$ cat config.mk
export PLATFORM = sky130hd
export DESIGN_NAME = shader_integer_extended_alu_unit
export DESIGN_NICKNAME = d
export VERILOG_FILES = /design/src/rtl/core/sieau_pkg.sv /design/src/rtl/core/sieau_core.sv /design/src/rtl/core/shader_integer_extended_alu_unit.sv
export SDC_FILE = /design/constraint.sdc
export NUM_CORES = 1
export LEC_CHECK = 0
export ABC_CLOCK_PERIOD_IN_PS = 9600
export BUFFER_PORTS_ARGS = -buffer_cell sky130_fd_sc_hd__buf_2
export CORE_MARGIN = 10
export CORE_UTILIZATION = 53
export DETAILED_ROUTE_END_ITERATION = 10
export PLACE_DENSITY = 0.77
export SKIP_CTS_REPAIR_TIMING = 1
export SLEW_MARGIN = 25
export SYNTH_ARGS = -nofsm -noshare
export SYNTH_HDL_FRONTEND = slang
export SYNTH_SLANG_ARGS = --single-unit
$ cat constraint.sdc
create_clock -name clock -period 9.6 [get_ports clock]
set_input_delay 0 -clock clock [delete_from_list [all_inputs] [get_ports clock]]
set_output_delay 0 -clock clock [all_outputs]
set_load 0.05 [all_outputs]
$ cat src/rtl/core/sieau_pkg.sv
// shared types, command codes and find helpers for the integer extended alu
package sieau_pkg;

   localparam int unsigned CMD_W  = 4;
   localparam int unsigned DATA_W = 64;
   localparam int unsigned WORD_W = 32;
   localparam int unsigned POS_W  = 5;

   localparam logic [CMD_W-1:0] CMD_SABS     = 4'd0;
   localparam logic [CMD_W-1:0] CMD_SSIGN    = 4'd1;
   localparam logic [CMD_W-1:0] CMD_UMIN     = 4'd2;
   localparam logic [CMD_W-1:0] CMD_UMAX     = 4'd3;
   localparam logic [CMD_W-1:0] CMD_SMIN     = 4'd4;
   localparam logic [CMD_W-1:0] CMD_SMAX     = 4'd5;
   localparam logic [CMD_W-1:0] CMD_SCLAMP   = 4'd6;
   localparam logic [CMD_W-1:0] CMD_UCLAMP   = 4'd7;
   localparam logic [CMD_W-1:0] CMD_FINDLSB  = 4'd8;
   localparam logic [CMD_W-1:0] CMD_FINDUMSB = 4'd9;
   localparam logic [CMD_W-1:0] CMD_FINDSMSB = 4'd10;

   localparam logic [DATA_W-1:0] LOW_WORD_MASK = 64'h0000_0000_FFFF_FFFF;

   typedef struct packed {
      logic [CMD_W-1:0]  command;
      logic              is_wide;
      logic [DATA_W-1:0] operand_a;
      logic [DATA_W-1:0] operand_b;
      logic [DATA_W-1:0] operand_c;
   } op_type;

   // lowest set bit position, x assumed nonzero
   function automatic logic [POS_W-1:0] lsb_pos(input logic [WORD_W-1:0] x);
      logic [POS_W-1:0] pos;
      pos = '0;
      for (int i = WORD_W - 1; i >= 0; i--) begin
         if (x[i]) pos = POS_W'(i);
      end
      return pos;
   endfunction

   // highest set bit position, x assumed nonzero
   function automatic logic [POS_W-1:0] msb_pos(input logic [WORD_W-1:0] x);
      logic [POS_W-1:0] pos;
      pos = '0;
      for (int i = 0; i < WORD_W; i++) begin
         if (x[i]) pos = POS_W'(i);
      end
      return pos;
   endfunction

endpackage

$ cat src/rtl/core/sieau_core.sv
// combinational datapath: abs, sign, min/max, clamp and bit finds on one beat
module sieau_core (
   input  sieau_pkg::op_type                 op,
   output logic [sieau_pkg::DATA_W-1:0]      result
);

   logic [sieau_pkg::DATA_W-1:0] a, b, c;
   logic [sieau_pkg::DATA_W-1:0] sa, sb, sc;
   logic [sieau_pkg::DATA_W-1:0] neg_a;
   logic [sieau_pkg::DATA_W-1:0] all_ones;
   logic [sieau_pkg::WORD_W-1:0] lo;
   logic [sieau_pkg::WORD_W-1:0] smsb_src;
   logic                         a_neg;
   logic                         s_a_lt_b, s_a_gt_b, s_a_gt_c;
   logic                         u_a_lt_b, u_a_gt_b, u_a_gt_c;
   logic [sieau_pkg::DATA_W-1:0] lsb_res, umsb_res, smsb_res;

   always_comb begin
      a  = op.is_wide ? op.operand_a : (op.operand_a & sieau_pkg::LOW_WORD_MASK);
      b  = op.is_wide ? op.operand_b : (op.operand_b & sieau_pkg::LOW_WORD_MASK);
      c  = op.is_wide ? op.operand_c : (op.operand_c & sieau_pkg::LOW_WORD_MASK);
      sa = op.is_wide ? op.operand_a : {{32{op.operand_a[31]}}, op.operand_a[31:0]};
      sb = op.is_wide ? op.operand_b : {{32{op.operand_b[31]}}, op.operand_b[31:0]};
      sc = op.is_wide ? op.operand_c : {{32{op.operand_c[31]}}, op.operand_c[31:0]};
      a_neg    = sa[sieau_pkg::DATA_W-1];
      neg_a    = '0 - a;
      if (!op.is_wide) neg_a = neg_a & sieau_pkg::LOW_WORD_MASK;
      all_ones = op.is_wide ? '1 : sieau_pkg::LOW_WORD_MASK;

      s_a_lt_b = $signed(sa) < $signed(sb);
      s_a_gt_b = $signed(sa) > $signed(sb);
      s_a_gt_c = $signed(sa) > $signed(sc);
      u_a_lt_b = a < b;
      u_a_gt_b = a > b;
      u_a_gt_c = a > c;

      lo       = op.operand_a[sieau_pkg::WORD_W-1:0];
      smsb_src = lo[sieau_pkg::WORD_W-1] ? ~lo : lo;

      lsb_res  = (lo == '0) ? sieau_pkg::LOW_WORD_MASK
                            : sieau_pkg::DATA_W'(sieau_pkg::lsb_pos(lo));
      umsb_res = (lo == '0) ? sieau_pkg::LOW_WORD_MASK
                            : sieau_pkg::DATA_W'(sieau_pkg::msb_pos(lo));
      smsb_res = (smsb_src == '0) ? sieau_pkg::LOW_WORD_MASK
                                  : sieau_pkg::DATA_W'(sieau_pkg::msb_pos(smsb_src));

      case (op.command)
         sieau_pkg::CMD_SABS:     result = a_neg ? neg_a : a;
         sieau_pkg::CMD_SSIGN:    result = a_neg ? all_ones
                                         : ((a != '0) ? sieau_pkg::DATA_W'(1) : '0);
         sieau_pkg::CMD_UMIN:     result = u_a_lt_b ? a : b;
         sieau_pkg::CMD_UMAX:     result = u_a_gt_b ? a : b;
         sieau_pkg::CMD_SMIN:     result = s_a_lt_b ? a : b;
         sieau_pkg::CMD_SMAX:     result = s_a_gt_b ? a : b;
         sieau_pkg::CMD_SCLAMP:   result = s_a_lt_b ? b : (s_a_gt_c ? c : a);
         sieau_pkg::CMD_UCLAMP:   result = u_a_lt_b ? b : (u_a_gt_c ? c : a);
         sieau_pkg::CMD_FINDLSB:  result = lsb_res;
         sieau_pkg::CMD_FINDUMSB: result = umsb_res;
         sieau_pkg::CMD_FINDSMSB: result = smsb_res;
         default:                 result = '0;
      endcase
   end

endmodule

$ cat src/rtl/core/shader_integer_extended_alu_unit.sv
// top level of the scalar integer extended alu: input register, datapath, result register
// an accepted request beat is held in the input register, and its result then in the result register
// throughput: one beat per cycle unless a response stalls, set by the single-pass datapath between the registers
// a stalled response holds the result register; the input register holds at most one beat behind it
// reset clears both valid flags; payload registers are not reset
module shader_integer_extended_alu_unit (
   input  logic                              clock,
   input  logic                              reset,
   input  logic                              req_valid,
   output logic                              req_stall,
   input  logic [sieau_pkg::CMD_W-1:0]       req_command,
   input  logic                              req_is_wide,
   input  logic [sieau_pkg::DATA_W-1:0]      req_operand_a,
   input  logic [sieau_pkg::DATA_W-1:0]      req_operand_b,
   input  logic [sieau_pkg::DATA_W-1:0]      req_operand_c,
   output logic                              rsp_valid,
   input  logic                              rsp_stall,
   output logic [sieau_pkg::DATA_W-1:0]      rsp_result
);

   logic                         op_valid_ff;
   sieau_pkg::op_type            op_ff;
   sieau_pkg::op_type            op_in;
   logic                         rsp_valid_ff;
   logic [sieau_pkg::DATA_W-1:0] rsp_result_ff;
   logic [sieau_pkg::DATA_W-1:0] rsp_result_in;
   logic                         advance;

   assign advance   = !rsp_valid_ff || !rsp_stall;
   assign req_stall = op_valid_ff && !advance;

   always_comb begin
      op_in.command   = req_command;
      op_in.is_wide   = req_is_wide;
      op_in.operand_a = req_operand_a;
      op_in.operand_b = req_operand_b;
      op_in.operand_c = req_operand_c;
   end

   sieau_core u_core (
      .op     (op_ff),
      .result (rsp_result_in)
   );

   always_ff @(posedge clock) begin
      if (reset) begin
         op_valid_ff  <= 1'b0;
         rsp_valid_ff <= 1'b0;
      end else begin
         if (!req_stall) op_valid_ff <= req_valid;
         if (advance) rsp_valid_ff <= op_valid_ff;
      end
   end

   always_ff @(posedge clock) begin
      if (req_valid && !req_stall) op_ff <= op_in;
      if (advance && op_valid_ff) rsp_result_ff <= rsp_result_in;
   end

   assign rsp_valid  = rsp_valid_ff;
   assign rsp_result = rsp_result_ff;

   // a stall toward the requester only while the input register is full
   assert property (@(posedge clock) req_stall |-> op_valid_ff)
      else $error("req_stall without a held beat");

   assert property (@(posedge clock) disable iff (reset)
      (req_valid && !req_stall) |=> op_valid_ff)
      else $error("accepted beat lost at input register");

   assert property (@(posedge clock) disable iff (reset)
      (op_valid_ff && advance) |=> rsp_valid_ff)
      else $error("computed beat did not reach result register");

   assert property (@(posedge clock) reset |=> (!op_valid_ff && !rsp_valid_ff))
      else $error("valid flags not cleared by reset");

endmodule
# Word-level counts from Yosys, hierarchy flattened
# Index checks and enable logic that the tools add are counted.
[totals]
in_bits = 201
wordCells = 156
out_inout_bits = 66
reg_bits = 263
[op_classes]
n_bitwise = 1
add_sub_neg = 1
n_lt_le_gt_ge = 6
mux = 118
n_reduce_logical = 12
eq_ne = 10
[ops]
columns = ["cell", "n"]
rows = [
  ["64-bit two-way mux", 18],
  ["64-bit one-hot mux with 11 select lines", 1],
  ["5-bit two-way mux", 64],
  ["64-bit greater-than comparator", 4],
  ["64-bit < comparator", 2],
  ["32-bit two-way mux", 4],
  ["32-bit zero test", 2],
  ["4-bit two-way mux", 16],
  ["64-bit nonzero test", 1],
  ["1-bit by 64-bit subtractor with 64-bit output, first input constant", 1],
  ["32-bit NOT", 1],
  ["3-bit two-way mux", 8],
  ["4-bit by 3-bit == test with 1-bit output, second input constant", 4],
  ["4-bit == test, second input constant", 3],
  ["4-bit by 2-bit == test with 1-bit output, second input constant", 2],
  ["2-bit two-way mux", 4],
  ["4-bit by 1-bit == test with 1-bit output, second input constant", 1],
  ["1-bit zero test", 4],
  ["4-bit zero test", 1],
  ["1-bit logical AND", 3],
  ["1-bit two-way mux", 3],
  ["1-bit logical OR", 1],
]

# Depth between registers and ports, before layout
# Gate-level depths: netlist of the first run.
[depth]
depth_word = 35
mapped_depth = 23
ltp_nobuf = 16

# Cells and area by module
# A second synthesis of the first run with hierarchy kept.
[unflattened]
hier_cells = 2022
area_unflattened_um2 = 18969.4
[modules_own_cells]
columns = ["mod", "area_each_um2", "instances", "cells_per_inst", "seq_area_each_um2"]
rows = [
  ["sieau_core", 11045.6, 1, 1751, 0.0],
  ["shader_integer_extended_alu_unit", 7923.8, 1, 271, 7877.6],
]

# Worst setup path before layout of the first run
# OpenSTA, ideal clock, no wires.
[synth_timing]
path_kind = "reg2reg"
start = "reg rsp_valid_ff (netlist: rsp_valid)"
end = "reg op_ff[0] (netlist name) (enable)"
setup_ps = 776
stages_incl_launch_ff = 3
arrival_ps = 9589
t_required_ps = 8824
n_path_buf = 0
path_slack_ps = -765
synth_period_minus_slack_ps = 10365
cell_sequence = "dfxtp_1 > and3_1 > nor2b_1"
[synth_via]
elab_chain_cells = 6
[synth_rtl]
columns = ["item", "line", "rtl"]
rows = [
  ["start, declared", "shader_integer_extended_alu_unit.sv:24", "logic rsp_valid_ff;"],
  ["start signal, assigned", "shader_integer_extended_alu_unit.sv:51", "if (advance) rsp_valid_ff <= op_valid_ff;"],
  ["1-bit zero test", "shader_integer_extended_alu_unit.sv:29", "assign advance = !rsp_valid_ff || !rsp_stall;"],
  ["1-bit logical OR", "shader_integer_extended_alu_unit.sv:29", ""],
  ["1-bit zero test", "shader_integer_extended_alu_unit.sv:30", "assign req_stall = op_valid_ff && !advance;"],
  ["1-bit logical AND", "shader_integer_extended_alu_unit.sv:30", ""],
  ["via req_stall", "shader_integer_extended_alu_unit.sv:10", "output logic req_stall,"],
  ["1-bit zero test", "shader_integer_extended_alu_unit.sv:56", "if (req_valid && !req_stall) op_ff <= op_in;"],
  ["1-bit logical AND", "shader_integer_extended_alu_unit.sv:56", ""],
  ["end signal, assigned", "shader_integer_extended_alu_unit.sv:56", ""],
  ["end, declared", "shader_integer_extended_alu_unit.sv:22", "sieau_pkg::op_type op_ff;"],
]
# The timed path passes the listed nets, and every way through them passes these cells.
# A chain may end at the register's enable or synchronous reset.

# Worst setup path in the final report of the first run
[layout_timing]
start = "reg op_ff[192] (netlist name)"
end = "reg rsp_result_ff, in the netlist rsp_result[38] (data pin)"
[layout_via]
elab_chain_cells = 5
elab_cells_between_ends = 26
cone_classes = "1 x add/sub; 6 x order compare; 19 x mux"
[layout_rtl]
columns = ["item", "line", "rtl"]
rows = [
  ["64-bit two-way mux (on tied branches)", "--", ""],
  ["1-bit by 64-bit subtractor with 64-bit output (tied with other cells)", "sieau_core.sv:26", "neg_a = '0 - a;"],
  ["64-bit two-way mux (on tied branches)", "sieau_core.sv:27, sieau_core.sv:55, sieau_core.sv:56", ""],
  ["64-bit two-way mux (on tied branches)", "sieau_core.sv:48, sieau_core.sv:55, sieau_core.sv:56", ""],
  ["64-bit one-hot mux with 11 select lines (*)", "sieau_core.sv:47", "case (op.command)"],
  ["via rsp_result_in, one bit", "shader_integer_extended_alu_unit.sv:26", "logic [sieau_pkg::DATA_W-1:0] rsp_result_in;"],
  ["end signal, assigned", "shader_integer_extended_alu_unit.sv:57", "if (advance && op_valid_ff) rsp_result_ff <= rsp_result_in;"],
  ["end, declared", "shader_integer_extended_alu_unit.sv:25", "logic [sieau_pkg::DATA_W-1:0] rsp_result_ff;"],
]
# Mark *: on every way through the listed nets, which the timed path passes. The rest lies on a longest branch.

==> results of run 1 <==
[kinds of logic after synthesis]
group	Yosys count	synth area share
buf+inv	236	0.0480
fa+ha+maj	195	0.127
mux	40	0.0213
simple gates	632	0.156
flops	263	0.411
xor+xnor	52	0.0237
compound gates	629	0.213
[Yosys cell counts, types with 11 or more instances]
cell type,n,area (sq um)
or3_1,17,106
o211ai_1,21,158
a21oi_1,194,971
xor2_1,18,158
nand4_1,34,213
nand2_1,263,987
nand2b_1,11,68.8
a221oi_1,24,210
a31oi_1,27,169
o22ai_1,13,81.3
or2_2,14,87.6
clkbuf_1,84,315
nor2b_1,13,81.3
ha_1,195,2440
edfxtp_1,261,7840
and3_1,12,75.1
o41ai_1,11,96.3
a221o_1,11,110
nor3_1,31,155
a21o_1,57,428
nor2_1,106,398
o21ai_0,121,606
nor4_1,20,125
mux2i_1,34,340
buf_1,17,63.8
o2111ai_1,14,123
nand3_1,73,365
inv_1,117,439
o221ai_1,36,315
buf_2,13,65.1
o31ai_1,15,113
xnor2_1,34,298
[routing by layer]
layer / global-route usage / share of wire / vias to the layer above / routed length [microns]
met4: 0.118 / 0.043 / 4 / 3530
met2: 0.506 / 0.45 / 1454 / 36500
li1: - / - / 8559 / -
met5: 0 / 0.00032 / - / 26
met1: 0.464 / 0.39 / 9332 / 32100
met3: 0.0764 / 0.12 / 274 / 9870
[final timing paths]
kind | to | slack (ns) | cells past startpoint
worst max register to register | rsp_result[38]$_DFFE_PP_ | 3.04 | 18
worst max-delay path | rsp_result[38]$_DFFE_PP_ | 3.04 | 18
worst min register to register | rsp_result[1]$_DFFE_PP_ | 0.60 | 2
worst min-delay path | op_ff[16]$_DFFE_PP_ | 0.12 | 2
[sequential cells by signal, indices dropped and copies added (netlist names)]
register and cells:
op_valid_ff 1, rsp_result 64, op_ff 197, rsp_valid 1
[critical path, cell delays in order, from the launching register on]
cell	delay, ns
edfxtp_1	0.43
buf_12	0.45
nand2_1	0.27
and2_1	0.23
clkinv_1	0.06
buf_4	0.42
ha_1	0.30
nand4_1	0.21
nor4_1	0.86
nand2_1	0.15
or4_1	0.70
a21oi_1	0.24
o21bai_1	0.09
o211ai_1	0.16
buf_4	0.27
nor2_1	0.07
nor2_1	0.84
buf_4	0.30
o221ai_1	0.13
[cells in the final DEF, fill, tap and decap left out, drive strengths merged, types with 10 or more instances in the layout]
cell / n
o41ai: 11
nor3: 32
edfxtp: 261
dlygate4sd3: 201
and3: 12
or3: 17
mux2i: 34
nor4: 22
o21bai: 10
xnor2: 34
o211ai: 21
clkbuf: 37
nor2: 107
nand4: 35
o22ai: 13
o221ai: 36
a21oi: 195
a221oi: 24
or4: 13
a21o: 57
nand2b: 12
o31ai: 15
nand3: 73
inv: 118
nand2: 263
buf: 295
or2: 15
xor2: 18
a221o: 11
a31oi: 27
ha: 195
o2111ai: 14
o21ai: 126
nor2b: 13
[power groups by stage]
stage                     combinational [mW]  clock (mW)  sequential [mW]
after floorplan                        0.496           0             1.49
after global placement                 0.792           0             1.46
after detailed placement               0.811           0             1.46
after CTS                              0.820        1.07             1.43
after global routing                   0.980        1.11             1.44
final                                  0.923        1.07             1.44
[final cells by class]
type | instances | area share
timing repair buffer | 496 | 0.150
inverter | 118 | 0.0186
antenna | 1 | 0.000105
sequential | 263 | 0.331
clock inverter | 11 | 0.00474
clock buffer | 37 | 0.0318
tap | 461 | 0.0243
multi-input combinational | 1548 | 0.439
==> flow_metrics.env, run 1 <==
export IMPL_power_leakage_nw=10.2
export IMPL_num_fill_cells=2728
export IMPL_fmax_ghz=0.152
export IMPL_cts_sinks=263
export IMPL_ys_ff_latch=263
export IMPL_finalCriticalPeriod_ns=6.56
export IMPL_slew_violations=0
export IMPL_via_per_inst=6.69
export IMPL_grt_max_degree=154
export IMPL_dp_cells=2685
export IMPL_grt_overflow=0
export IMPL_syn_area_sq_um=19200
export IMPL_syn_num_nets=2443
export IMPL_drc=0
export IMPL_placed_area_sq_um=20900
export IMPL_vias=19600
export IMPL_power_mw=3.43
export IMPL_seqCellArea_sq_um=7880
export IMPL_hold_ws_ns=0.125
export IMPL_p_switching_mw=1.13
export IMPL_htreeDepth=1
export IMPL_wirelength_microns=82000
export IMPL_fp_dieH_microns=210
export IMPL_slew_headroom=0.246
export IMPL_fin_ws_ns=3.04
export IMPL_final_layout_size_suffix_gt1_frac=0.152
export IMPL_power_density_nw_per_um2=144
export IMPL_cts_buffer_depth=3
export IMPL_p_comb_frac=0.269
export IMPL_pwr_share_seq=0.420
export IMPL_grt_use_total=0.335
export IMPL_fin_nets=2851
export IMPL_max_cap_viol_count=0
export IMPL_worst_ep_required_time_ns=9.89
export IMPL_grt_setup_unrepaired="false"
export IMPL_synth_seq_area_share=0.411
export IMPL_crit_type="reg2reg"
export IMPL_antenna_left=0
export IMPL_die_x_microns=210
export IMPL_clock_latency_ns=0.58
export IMPL_initial_core_util=0.538
export IMPL_grt_pass1_wl_microns=114000
export IMPL_crit_start="op_ff[192]$_DFFE_PP_"
export IMPL_start_kind="flip-flop"
export IMPL_areaGrowthSynthToFinish_pct=23.9
export IMPL_antenna_found_initial=4
export IMPL_yosys_warnings=0
export IMPL_core_area_sq_um=35700
export IMPL_async_reset_ff_frac=0
export IMPL_firstDrtPassIters=7
export IMPL_min_path_type="in2reg"
export IMPL_pre_cts_ws_ns=3.07
export IMPL_stdcell_area_sq_um=23800
export IMPL_finalClockSkew_ns=0.0158
export IMPL_p_int_mw=2.30
export IMPL_final_cells=2935
export IMPL_min_delay_start="req_operand_c[16]"
export IMPL_place_gp_congestion=1.05
export IMPL_switching_share=0.329
export IMPL_wl_per_cell_microns=27.9
export IMPL_synth_cell_type_count=72
export IMPL_syn_inst=2047
export IMPL_critPathCaptureType="flip-flop"
export IMPL_synth_avg_cell_area_sq_um=9.37
export IMPL_cts_buffers=28
export IMPL_io_buffers=266
export IMPL_fp_row_count=69
export IMPL_setup_tns_ns=0
export IMPL_die_area_sq_um=44200
export IMPL_synth_edff_count=261
export IMPL_power_frac_clock=0.311
export IMPL_finalCritPeriodShare=0.683
export IMPL_final_util=0.667
export IMPL_setup_viol=0
export IMPL_synth_main_ff_cell="edfxtp_1"
export IMPL_dpl_hpwl_microns=58800
export IMPL_cts_root_buffer="clkbuf_16"
export IMPL_irDropWorstVdd_v=0.000176
export IMPL_cts_tree="built"
export IMPL_worstMarginPinSlew_ns=1.12
export IMPL_status="finished clean"
export IMPL_clkTransAtPathRegs_ns=0.07
export IMPL_grt_pass1_vias=17600
export IMPL_path_max_fanout=153
export IMPL_finalHoldViolations=0
export IMPL_num_io_pins=267
export IMPL_timing_rr_start="op_ff[192]$_DFFE_PP_"
export IMPL_crit_arrival_ns=6.85
export IMPL_multi_input_area_sq_um=10400
export IMPL_drt_iter0_markers=2707
(Power assumes the default switching activity.)
==> run 2: changes to the inputs <==
ABC_CLOCK_PERIOD_IN_PS = 6450   (was 9600)
CORE_UTILIZATION = 55   (was 53)
clock period = 6.45 ns   (was 9.6 ns; I/O delays follow)
==> run 2 against run 1 <==
The flow now finishes with violations (negative hold slack). Final cell count rose by 0.55%. Setup slack got worse by 2.8 ns. Sequential share of layout area down 0.26 points. First-iteration DRC count grew 12%. Critical path depth fell by 3. Critical path type unchanged.
==> flow_metrics.env, run 2 (synthesized netlist as in run 1, its figures left out) <==
export IMPL_status="finished with violations"
export IMPL_violations="negative hold slack"
export IMPL_crit_buf_inv=2
export IMPL_final_cells=2951
export IMPL_seqCellArea_sq_um=7880
export IMPL_grt_max_degree=84
export IMPL_largest_register_ffs=197
export IMPL_pre_cts_ws_ns=0.499
export IMPL_slowest_delay_ns=0.80
export IMPL_finalCriticalPeriod_ns=6.21
export IMPL_power_mw=5.18
export IMPL_cts_tree="built"
export IMPL_switching_share=0.334
export IMPL_wirelength_microns=83000
export IMPL_crit_arrival_ns=6.52
export IMPL_slowest_stage="nor4_1"
export IMPL_grt_overflow=0
export IMPL_setup_viol=0
export IMPL_antenna_left=0
export IMPL_antenna_found_initial=4
export IMPL_fp_dieH_microns=207
export IMPL_finalCritPeriodShare=0.962
export IMPL_power_leakage_nw=10.3
export IMPL_crit_type="reg2reg"
export IMPL_cts_sinks=263
export IMPL_drc=0
export IMPL_setup_tns_ns=0
export IMPL_grt_use_total=0.351
export IMPL_clkTransAtPathRegs_ns=0.07
export IMPL_cp_top_family="simple AND/OR/NAND/NOR gates"
export IMPL_num_fill_cells=2551
export IMPL_worstMarginPinSlew_ns=1.14
export IMPL_pwr_share_seq=0.414
export IMPL_fin_ws_ns=0.243
export IMPL_io_buffers=266
export IMPL_fp_row_count=68
export IMPL_fmax_ghz=0.161
export IMPL_worst_ep_required_time_ns=6.76
export IMPL_htreeDepth=1
export IMPL_core_area_sq_um=34500
export IMPL_multi_input_area_sq_um=10400
export IMPL_critPathCaptureType="flip-flop"
export IMPL_final_common_cell="buf_2"
export IMPL_irDropWorstVdd_v=0.000343
export IMPL_min_path_type="in2reg"
export IMPL_power_frac_clock=0.318
export IMPL_hold_ws_ns=-0.0323
export IMPL_slew_violations=0
export IMPL_areaGrowthSynthToFinish_pct=24.9
export IMPL_finalClockSkew_ns=0.0169
export IMPL_max_cap_viol_count=0
export IMPL_start_kind="flip-flop"
export IMPL_p_comb_frac=0.268
export IMPL_die_area_sq_um=42700
export IMPL_cts_buffers=29
export IMPL_p_switching_mw=1.73
export IMPL_largest_register="op_ff"
export IMPL_vias=19900
export IMPL_num_io_pins=267
export IMPL_fin_nets=2869
export IMPL_path_max_fanout=69
export IMPL_die_x_microns=207
export IMPL_via_per_inst=6.75
export IMPL_slew_headroom=0.238
export IMPL_drt_iter0_markers=3037
export IMPL_grt_pass1_wl_microns=113000
export IMPL_cts_buffer_depth=3
export IMPL_firstDrtPassIters=9
export IMPL_grt_setup_unrepaired="false"
export IMPL_p_int_mw=3.45
export IMPL_power_density_nw_per_um2=216
export IMPL_dpl_hpwl_microns=59300
export IMPL_path_cells="buf_12, buf_12, nor2_2, a21oi_1, ha_1, nand4_1, nor4_1, nand2_1, or4_1, a21oi_1, or4b_1, o211ai_1, and2_1, o41ai_1, nand3_1"
export IMPL_cts_root_buffer="clkbuf_16"
export IMPL_finalHoldViolations=1
export IMPL_final_cell_mix="buf_2, nand2_1, edfxtp_1"
export IMPL_clock_latency_ns=0.59
export IMPL_dp_cells=2697
export IMPL_final_layout_size_suffix_gt1_frac=0.159
export IMPL_wl_per_cell_microns=28.1
export IMPL_grt_pass1_vias=18000
export IMPL_reg2reg_slack_ns=0.24
export IMPL_initial_core_util=0.557
export IMPL_place_gp_congestion=1.08
[run 2: changes by cell type in the layout (fill, tap and decap cells not counted), sizes merged]
cell         change
dlygate4sd3      -1
diode            +1
buf             +18
clkbuf           -3
inv              +3
clkinvlp         -1
clkinv           +5
[run 2: final cells by class]
type / count / share of cell area
inverters: 118 / 0.0185
clock inverters: 18 / 0.00674
multi-input cells: 1548 / 0.435
repair buffers: 513 / 0.156
clock buffers: 34 / 0.0311
well taps: 455 / 0.0238
flip-flops and latches: 263 / 0.329
diodes: 2 / 0.000209
[run 2: power groups by stage]
stage	clock, mW	sequential [mW]	combinational (mW)
after floorplan	0	2.21	0.739
after global placement	0	2.17	1.19
after detailed placement	0	2.17	1.22
after CTS	1.64	2.14	1.23
after global routing	1.72	2.15	1.48
final	1.65	2.15	1.39
[run 2: worst paths after layout]
| kind | from | cells after the start | to |
|---|---|---|---|
| setup reg to reg | op_ff[192]$_DFFE_PP_ | 15 | rsp_result[20]$_DFFE_PP_ |
| hold / removal | rsp_stall | 4 | op_valid_ff$_SDFFE_PP0N_ |
| setup / recovery | op_ff[192]$_DFFE_PP_ | 15 | rsp_result[20]$_DFFE_PP_ |
| hold reg to reg | op_ff[79]$_DFFE_PP_ | 2 | rsp_result[15]$_DFFE_PP_ |
[run 2: metrics by stage]
step | utilization | hold WS [ns] | cell area (sq um)
3_3_place_gp | 0.611 | 0.176 | 21000
5_1_grt | 0.695 | 0.0145 | 24000
2_1_floorplan | - | 0.0724 | 19200
6_report | 0.695 | -0.0323 | 24000
4_1_cts | 0.637 | -0.435 | 21900
3_5_place_dp | 0.611 | 0.176 | 21000
[run 2: per-layer routing]
layer / GRT usage / part of all wire
met3: 0.109 / 0.14
met5: 0 / 0.00046
met4: 0.123 / 0.040
met1: 0.484 / 0.38
met2: 0.514 / 0.44
[run 2: worst min-delay path: cells and delay by family]
| kind | cells | cell delay (ns) |
|---|---|---|
| buf+inv | 1 | 0.12 |
| simple gates | 3 | 0.40 |
